--- src/rtl/core/vector_interning_hash_table_defines.svh ---
// Assertion macros for the vector interning hash table.
// Used by vector_interning_hash_table.sv, the RTL file that carries concurrent checks.
`ifndef VECTOR_INTERNING_HASH_TABLE_DEFINES_SVH
`define VECTOR_INTERNING_HASH_TABLE_DEFINES_SVH

// Plain check, sampled on the rising clock edge, off during reset.
`define VIH_ASSERT(lbl, prop) \
  lbl: assert property (@(posedge clk_i) disable iff (!rst_ni) prop) \
    else $error("vih assertion failed");

// Check that the consequent holds in the cycle after the antecedent.
`define VIH_ASSERT_NEXT(lbl, ante, cons) \
  lbl: assert property (@(posedge clk_i) disable iff (!rst_ni) (ante) |=> (cons)) \
    else $error("vih assertion failed");

`endif

--- src/rtl/core/vih_pkg.sv ---
// Package for the vector interning hash table: sizes, codes, store request type.
// No dependencies.
`timescale 1ns / 1ps
`default_nettype none

package vih_pkg;

  localparam int ENTRY_CAPACITY = 256;
  localparam int SLOT_COUNT     = 512;
  localparam int MAX_KEY_LEN    = 16;

  localparam int ENTRY_W = $clog2(ENTRY_CAPACITY);
  localparam int CNT_W   = ENTRY_W + 1;
  localparam int SLOT_W  = $clog2(SLOT_COUNT);
  localparam int LEN_W   = $clog2(MAX_KEY_LEN + 1);
  localparam int KIDX_W  = $clog2(MAX_KEY_LEN);
  localparam int KADDR_W = ENTRY_W + KIDX_W;
  localparam int SLOTE_W = ENTRY_W + 1;
  localparam int SYM_W   = 15;
  localparam int HASH_W  = 31;
  localparam int FUNC_W  = 2;

  localparam logic [HASH_W-1:0] HASH_MULT = HASH_W'(16807);

  localparam logic [FUNC_W-1:0] FUNC_LOOKUP = 2'd0;
  localparam logic [FUNC_W-1:0] FUNC_INSERT = 2'd1;
  localparam logic [FUNC_W-1:0] FUNC_READ   = 2'd2;
  // Unused code: the request is dropped.
  localparam logic [FUNC_W-1:0] FUNC_NONE   = 2'd3;

  // Slot word: valid bit on top, entry index below.
  typedef struct packed {
    logic                 slot_we;
    logic [SLOT_W-1:0]    slot_waddr;
    logic [SLOTE_W-1:0]   slot_wdata;
    logic                 slot_re;
    logic [SLOT_W-1:0]    slot_raddr;
    logic                 len_we;
    logic [ENTRY_W-1:0]   len_waddr;
    logic [LEN_W-1:0]     len_wdata;
    logic                 len_re;
    logic [ENTRY_W-1:0]   len_raddr;
    logic                 key_we;
    logic [KADDR_W-1:0]   key_waddr;
    logic [SYM_W-1:0]     key_wdata;
    logic                 key_re;
    logic [KADDR_W-1:0]   key_raddr;
  } vih_store_req_t;

endpackage

`default_nettype wire

--- src/rtl/core/vih_keybuf.sv ---
// Key assembly: hash accumulator, symbol buffer, length count, overflow mark.
// Depends on vih_pkg.
`timescale 1ns / 1ps
`default_nettype none

module vih_keybuf
  import vih_pkg::*;
(
  input  wire logic              clk_i,
  input  wire logic              rst_ni,
  input  wire logic              sym_en_i,
  input  wire logic [SYM_W-1:0]  sym_i,
  input  wire logic              clr_i,
  input  wire logic [KIDX_W-1:0] rd_idx_i,
  output logic [SLOT_W-1:0]      home_slot_o,
  output logic [LEN_W-1:0]       len_o,
  output logic                   ovf_o,
  output logic [SYM_W-1:0]       rd_sym_o
);

  logic [HASH_W-1:0] hash_q, hash_d;
  logic [LEN_W-1:0]  len_q, len_d;
  logic              ovf_q, ovf_d;
  logic [SYM_W-1:0]  buf_q [MAX_KEY_LEN];
  logic [HASH_W:0]   hash_sum;
  logic [HASH_W+SYM_W:0] hash_prod;
  logic              room;

  assign room      = (len_q < LEN_W'(MAX_KEY_LEN));
  assign hash_sum  = {1'b0, hash_q} + (HASH_W+1)'(sym_i);
  assign hash_prod = (HASH_W+SYM_W+1)'(hash_sum) * (HASH_W+SYM_W+1)'(HASH_MULT);

  always_comb begin
    hash_d = hash_q;
    len_d  = len_q;
    ovf_d  = ovf_q;
    if (clr_i) begin
      hash_d = '0;
      len_d  = '0;
      ovf_d  = 1'b0;
    end else if (sym_en_i) begin
      hash_d = hash_prod[HASH_W-1:0];
      if (room) len_d = len_q + LEN_W'(1);
      else      ovf_d = 1'b1;
    end
  end

  always_ff @(posedge clk_i or negedge rst_ni) begin
    if (!rst_ni) begin
      hash_q <= '0;
      len_q  <= '0;
      ovf_q  <= 1'b0;
    end else begin
      hash_q <= hash_d;
      len_q  <= len_d;
      ovf_q  <= ovf_d;
    end
  end

  always_ff @(posedge clk_i) begin
    if (!clr_i && sym_en_i && room) buf_q[len_q[KIDX_W-1:0]] <= sym_i;
  end

  assign home_slot_o = hash_q[SLOT_W-1:0];
  assign len_o       = len_q;
  assign ovf_o       = ovf_q;
  assign rd_sym_o    = buf_q[rd_idx_i];

endmodule

`default_nettype wire

--- config.mk ---
export PLATFORM = sky130hd
export DESIGN_NAME = vih_keybuf
export DESIGN_NICKNAME = d
export VERILOG_FILES = /design/src/rtl/core/vector_interning_hash_table_defines.svh /design/src/rtl/core/vih_pkg.sv /design/src/rtl/core/vih_keybuf.sv
export SDC_FILE = /design/constraint.sdc
export NUM_CORES = 1
export LEC_CHECK = 0
export BUFFER_PORTS_ARGS = -buffer_cell sky130_fd_sc_hd__buf_2
export CAP_MARGIN = 10
export CORE_ASPECT_RATIO = 0.9
export CORE_MARGIN = 2
export CORE_UTILIZATION = 25
export DETAILED_ROUTE_END_ITERATION = 10
export MAX_ROUTING_LAYER = met4
export PLACE_DENSITY = 0.42
export SYNTH_ARGS = -nofsm -noshare
export SYNTH_HDL_FRONTEND = slang
export SYNTH_SLANG_ARGS = --single-unit
--- constraint.sdc ---
create_clock -name clk_i -period 10.42 [get_ports clk_i]
set_input_delay 0.521 -clock clk_i [delete_from_list [all_inputs] [get_ports clk_i]]
set_output_delay 0.521 -clock clk_i [all_outputs]
set_load 0.01 [all_outputs]
==> metrics.md, run 1 <==
| Metric | Value |
|---|---|
| Final setup fails | `0` |
| Tcrit/Tclk final | `53.9%` |
| Total Routing Usage GR | `12.1%` |
| Design Power | `3.24 mW` |
| Commonest cells in the synthesized netlist | `edfxtp_1, mux4_2, ha_1` |
| PD cells | `~260 nW/um^2` |
| Synth async-reset ratio | `5.88%` |
| Top-area cell type share of the netlist area | `67.2%` |
| CTS Buf Count | `28` |
| PostCTS Resize Cnt | `0` |
| Synth Area in Simple Gates | `approximately 2.5%` |
| Slowest-stage cell, CP | `or4_1` |
| DRC | `0` |
| Largest net degree at the start of global routing | `61` |
| Complex-gate fraction of the synthesized area | `1.99%` |
| Finished Cell Area | `12600 um^2` |
| Largest family of logic cells by synthesized area | `multiplexers` |
| Crit Path Category | `reg -> reg` |
| Root buffer cell | `clkbuf_16` |
| Vias in the first global route | `5563` |
| First-pass GRT wire length | `38400 um` |
| Setup repair bufs after CTS | `0` |
| CP Launch Type | `flip-flop` |
| Port bufs | `52` |
| CTS H-tree lvls | `1` |
| Initial antenna violation count | `0` |
| Crit path largest cell delay | `0.66 ns` |
| Final Skew | `0.00725 ns` |
| CP max FO | `5` |
| Area share of fa/ha/maj cells after synthesis | `between 5 and 6%` |
| Setup crit end kind | `flip-flop` |
| TritonRoute pass-1 iters | `4` |
| Max_cap viols | `0` |
| Final hold violation count | `0` |
| Peak supply drop | `0.255 mV` |
| Minimum clock period | `approximately 5.6 ns` |
| Clk slew on worst S/H paths | `around 0.060 ns` |
| Wirelength per Cell | `22.1 um` |
| Cell variety after synth | `41` |
| CP Cell Sequence | `ha_1 -> fa_1 -> a211oi_2 -> nor4b_1 -> or4_1 -> xor2_1 -> ha_1 -> ha_1 -> ha_1 -> ha_1 -> ha_1 -> ha_1 -> ha_1 -> a21oi_1 -> xnor3_2 -> xnor3_1 -> xnor2_1 -> o22ai_1` |
| Post-DP HPWL | `~16000 um` |
| Die area | `44600 um^2` |
| RSZ-0062 raised after global routing | `false` |
| Top post-synthesis cells by area | `edfxtp_1, mux4_2, ha_1` |
| # rows | `71` |
| Setup total negative slack | `0 ns` |
| Worst-skew pair later-pin latency | `0.54 ns` |
| # nets final | `661` |
| Area leader, netlist | `edfxtp_1` |
| Post-Syn Area | `between 10000 and 15000 um^2` |
| Clock buffer depth | `3` |
| Die width | `222 um` |
| Num ports | `53` |
| Clock sink total | `255` |
| Post-Synth XOR/XNOR Area | `1.90%` |
| Share of layout cells above drive strength 1 | `32.7%` |
| Run status | `finished clean` |
| FF+latch count, synth | `255` |
| Initial DRC Count | `389` |
| Post-Synthesis Cells | `about 520` |
| Synth Net Count | `583` |
| Pleak | `roughly 4.3 nW` |
| Normalized max-slew margin | `between 30% and 40%` |
| Most frequent cell after synthesis | `edfxtp_1` |
| Max-slew violations | `0` |
| Fmax | `0.178 GHz` |
| Critical path required time | `between 10 and 15 ns` |
| Crit path DAT | `6.02 ns` |
| Worst Tran Pin Value | `0.958 ns` |
| Dpl cell area | `11800 um^2` |
| Via density | `4.38` |
| Antenna viol nets, final | `0` |
| Most common flop cell mapped by yosys | `edfxtp_1` |
| Ys Warns | `0` |
| EDFF count, synth | `240` |
| Seq/Total Area, Yosys | `70.7%` |
| Avg Cell Area, Syn | `between 20 and 25 um^2` |
| GRT overflow | `0` |
| DR vias | `about 5100` |
| Core area | `42100 um^2` |
| Final Wtd Congestion | `slightly below 0.8` |
| Height of the die | `about 200 um` |
| # diodes | `0` |
| Area growth, synth to finish | `17.8%` |
| Most common cell on crit path | `ha_1` |
| CTS tree | `done` |
| Initial Util | `25.5%` |
| Multiplexer area fraction after synthesis | `between 10% and 20%` |
| WL final | `25700 um` |
| Hold WC Path Type | `in -> reg` |
==> final timing paths <==
check | start | end | slack (ns) | cells past startpoint
setup / recovery | hash_q[0] | hash_q[8] | 4.81 | 18
hold / removal | clr_i | hash_q[0] | 0.36 | 2
setup reg to reg | hash_q[0] | hash_q[8] | 4.81 | 18
hold reg to reg | ovf_o | ovf_o | 0.54 | 2
max in group asynchronous | rst_ni | len_o[4] | 9.71 | 2
min in group asynchronous | rst_ni | hash_q[3] | 0.43 | 2
==> per-layer routing <==
metal  GRT usage (%)  routed length [um]
met3            2.02                1220
met1            15.2               10900
met4            2.25                 511
met5               -                   0
met2            20.7               13100
==> power breakdown <==
group          switching, mW  internal (mW)
logic                  0.558          0.587
registers             0.0146           1.14
clock network          0.386          0.552
total                  0.959           2.28
==> critical path, delay by kind of cell (launching register included) <==
kind / cells / cell delay [ns]
compound gates: 3 / 0.64
xor+xnor: 4 / 0.99
fa+ha+maj: 9 / 2.70
flops: 1 / 0.39
simple gates: 2 / 0.75
==> sequential cells by signal, summed over array words and instances, names as in the netlist <==
name    cells
buf_q     240
hash_q      9
len_o       5
ovf_o       1
==> layout by cell type (no fill, tap or decap), types with 8 or more instances in the layout <==
cell	synthesis	final
mux2i_1	9	9
xnor2_1	11	11
dfrtp_1	15	15
buf_2	0	51
a21oi_1	8	8
mux4_2	75	75
inv_1	14	14
nand2_1	8	8
clkbuf_16	0	29
nor2_2	0	12
buf_4	0	19
ha_1	32	32
edfxtp_1	240	240
nor2_1	29	17
==> layout make-up <==
| type | count | area, um^2 |
|---|---|---|
| Tap cell | 547 | 684 |
| Clock inverter | 13 | 110 |
| Timing Repair Buffer | 71 | 408 |
| Clock buffer | 35 | 748 |
| Sequential cell | 255 | 7580 |
| Fill cell | 4127 | 29500 |
| Inverter | 14 | 52.6 |
| Multi-Input combinational cell | 229 | 3050 |
==> timing repair <==
action,4_1_cts,5_1_grt
hold buffers,1,0
endpoints found under the hold margin,15,0
endpoints found under the setup margin,0,0
==> per-stage QoR <==
step                      setup slack, ns  utilization (%)  hold WS (ns)  instances
final                                4.81             30.0         0.360       1164
after global routing                 4.52             30.0         0.355       1164
after CTS                            4.81             30.0         0.327       1164
after detailed placement             4.46             28.0         0.465       1115
after global placement               4.49             28.0         0.452       1115
after floorplan                      5.03                -         0.225        521
==> logic make-up (layout without fill, tap and decap cells) <==
family                   after synthesis  count (layout)
multiplexers                          84              84
flip-flops                           255             255
XOR/XNOR                              20              20
adder cells (fa/ha/maj)               39              39
AND/OR/NAND/NOR                       57              57
AO/OA/AOI/OAI                         29              29
buffers and inverters                 37             133
Power figures use the tool's default switching activity.
==> run 2, diff against run 1 <==
Settings changed: PLACE_DENSITY 0.42 to 0.44.
Clock period 10.42 ns to 4.75 ns, I/O delays scaled along.
==> run 2 against run 1 <==
  * The flow now finishes with violations (setup timing)
  * Highest routed layer unchanged
  * Sequential share of layout area down 1.5 points
  * Largest cell class unchanged
  * Critical path depth up 1
  * Final cell count up 2.2%
  * Fmax up 17%
  * Core utilization up 0.77 points
  * Via count up 3.4%
  * Clock skew up 0.016 ns
  * Non-clock buffer count up 22
==> metrics.md, run 2 (same netlist as run 1, synthesis figures left out) <==
| Metric | Value |
|---|---|
| TritonRoute pass-1 iters | `4` |
| Crit Path Category | `reg -> reg` |
| Max-slew violations | `0` |
| Crit path DAT | `5.21 ns` |
| CP Launch Type | `flip-flop` |
| CTS Buf Count | `29` |
| Final Skew | `0.0229 ns` |
| Antenna viol nets, final | `0` |
| Clock buffer depth | `3` |
| Hold Crit Start | `clr_i` |
| R2r startpoint | `hash_q[0]` |
| Most common cell on crit path | `ha_4` |
| Failing checks | `setup timing` |
| Num ports | `53` |
| GRT overflow | `0` |
| Share of layout cells above drive strength 1 | `37.3%` |
| CTS tree | `done` |
| Leading cell type in the layout, fill and taps excluded | `edfxtp_1` |
| Register share of total power | `32.2%` |
| Die width | `approximately 220 um` |
| Max_cap viols | `0` |
| Worst r2r path cells | `19` |
| Vias in the first global route | `5908` |
| Hold Path Depth | `2` |
| Pleak | `4.43 nW` |
| Core area | `~42000 um^2` |
| Setup ws final | `-0.0467 ns` |
| Initial DRC Count | `393` |
| Worst-skew pair later-pin latency | `0.55 ns` |
| Finished Cell Area | `13000 um^2` |
| Die area | `44600 um^2` |
| Minimum clock period | `~4.8 ns` |
| R2R Path End | `hash_q[8]` |
| First-pass GRT wire length | `38600 um` |
| R2R Setup Slk | `-0.05 ns` |
| Normalized max-slew margin | `39.3%` |
| Switch Pwr | `2.34 mW` |
| Tcrit/Tclk final | `101%` |
| Endpoint, Worst Hold | `hash_q[0]` |
| Initial Util | `25.5%` |
| Post-DP HPWL | `between 15000 and 20000 um` |
| Port bufs | `52` |
| Pre-CTS WS | `-0.218 ns` |
| Crit path largest cell delay | `0.53 ns` |
| Net Sw Frac | `29.8%` |
| Most frequent cells in the layout | `edfxtp_1, mux4_2, buf_2` |
| DRC | `0` |
| Fmax | `0.208 GHz` |
| CP Cell Sequence | `ha_2 -> fa_2 -> a211oi_4 -> nor4b_1 -> or4_4 -> xor2_1 -> ha_1 -> ha_4 -> ha_4 -> ha_4 -> ha_4 -> ha_4 -> xnor2_2 -> xnor2_1 -> xnor2_1 -> xnor3_2 -> xnor3_1 -> xnor2_1 -> o22ai_1` |
| DR vias | `roughly 5300` |
| Run status | `finished with violations` |
| Number of flip-flops in the largest register | `240` |
| PD cells | `606 nW/um^2` |
| CP max FO | `4` |
| Final setup fails | `1` |
| Peak supply drop | `0.577 mV` |
| Via density | `between 4 and 5` |
| Final hold violation count | `0` |
| Height of the die | `~200 um` |
| Largest net degree at the start of global routing | `44` |
| Hold WC Path Type | `in -> reg` |
| Design Power | `7.86 mW` |
| Clock share of power | `between 20% and 30%` |
| CTS H-tree lvls | `1` |
| Wirelength per Cell | `21.7 um` |
| Total Routing Usage GR | `12.1%` |
| WL final | `25800 um` |
| Clock sink total | `approximately 260` |
| Comb pwr share | `between 40% and 50%` |
| # diodes | `0` |
| Root buffer cell | `clkbuf_16` |
| Slowest-stage cell, CP | `or4_4` |
| Worst Tran Pin Value | `roughly 0.91 ns` |
| Setup crit end kind | `flip-flop` |
| Int Power | `5.52 mW` |
| Initial antenna violation count | `0` |
| # fillers | `4113` |
| Dpl cell area | `around 12000 um^2` |
| Area growth, synth to finish | `20.8%` |
| Hold WS | `0.0771 ns` |
| # nets final | `between 600 and 700` |
| Critical path required time | `just over 5 ns` |
| Fin util | `between 30 and 40%` |
| RSZ-0062 raised after global routing | `true` |
| Final Wtd Congestion | `approximately 0.75` |
| # rows | `71` |
| Clk slew on worst S/H paths | `0.06 ns` |
-- run 2: final cells by class --
cell class                      count  area [um^2]  share of cell area [%]
Timing Repair Buffer               93          573                    4.42
Multi-Input combinational cell    229         3160                    24.3
Clock buffer                       32          737                    5.69
Sequential cell                   255         7580                    58.5
Clock inverter                     20          176                    1.36
Tap cell                          547          684                    5.28
Inverter                           14         52.6                   0.405
-- run 2: power by group through the flow --
stage	Clock, mW	Combinational (mW)	Sequential, mW
2_1_floorplan	0	2.36	2.58
6_report	2.15	3.18	2.53
5_1_grt	2.30	3.56	2.54
3_5_place_dp	0	3.15	2.58
3_3_place_gp	0	3.09	2.58
4_1_cts	2.22	3.23	2.53
-- run 2: per-stage QoR --
stage                     cells  TNS (ns)
after CTS                  1189    -0.136
after global placement     1135    -0.160
after global routing       1190    -0.289
after detailed placement   1135    -0.218
after floorplan             521   -0.0581
final                      1190   -0.0467
-- run 2: worst max-delay path, delay by kind of cell, from the launching register on --
kind	cells	cell delay, ns
adder cells (fa/ha/maj)	8	2.01
XOR/XNOR	7	1.31
AND/OR/NAND/NOR	2	0.62
flip-flops	1	0.39
AO/OA/AOI/OAI	2	0.33
-- run 2: worst max path at each step --
| stage | startpoint | depth (start not counted) | slack, ns | to |
|---|---|---|---|---|
| 5_1_grt | hash_q[0] | 19 | -0.29 | hash_q[8] |
| 3_5_place_dp | hash_q[0] | 18 | -0.22 | hash_q[8] |
| 3_3_place_gp | hash_q[0] | 18 | -0.16 | hash_q[8] |
| 2_1_floorplan | hash_q[0] | 19 | -0.06 | hash_q[8] |
| 6_report | hash_q[0] | 19 | -0.05 | hash_q[8] |
| 4_1_cts | hash_q[0] | 19 | -0.14 | hash_q[8] |
-- run 2: routing by layer --
metal | track usage (%) | share of wire, % | vias to the layer above
met5 | - | 0 | -
met4 | 2.28 | 1.8 | 0
met3 | 2.21 | 3.6 | 43
met2 | 20.6 | 50 | 84
met1 | 15.2 | 44 | 2818
li1 | - | - | 2326
-- run 2: timing repair --
item                                    in CTS  in global routing
pin swaps                                    3                  3
gates resized for setup                      2                  1
hold buffers                                 1                  0
endpoints found under the setup margin       1                  1
endpoints found under the hold margin       15                  0
setup buffers                                1                  1
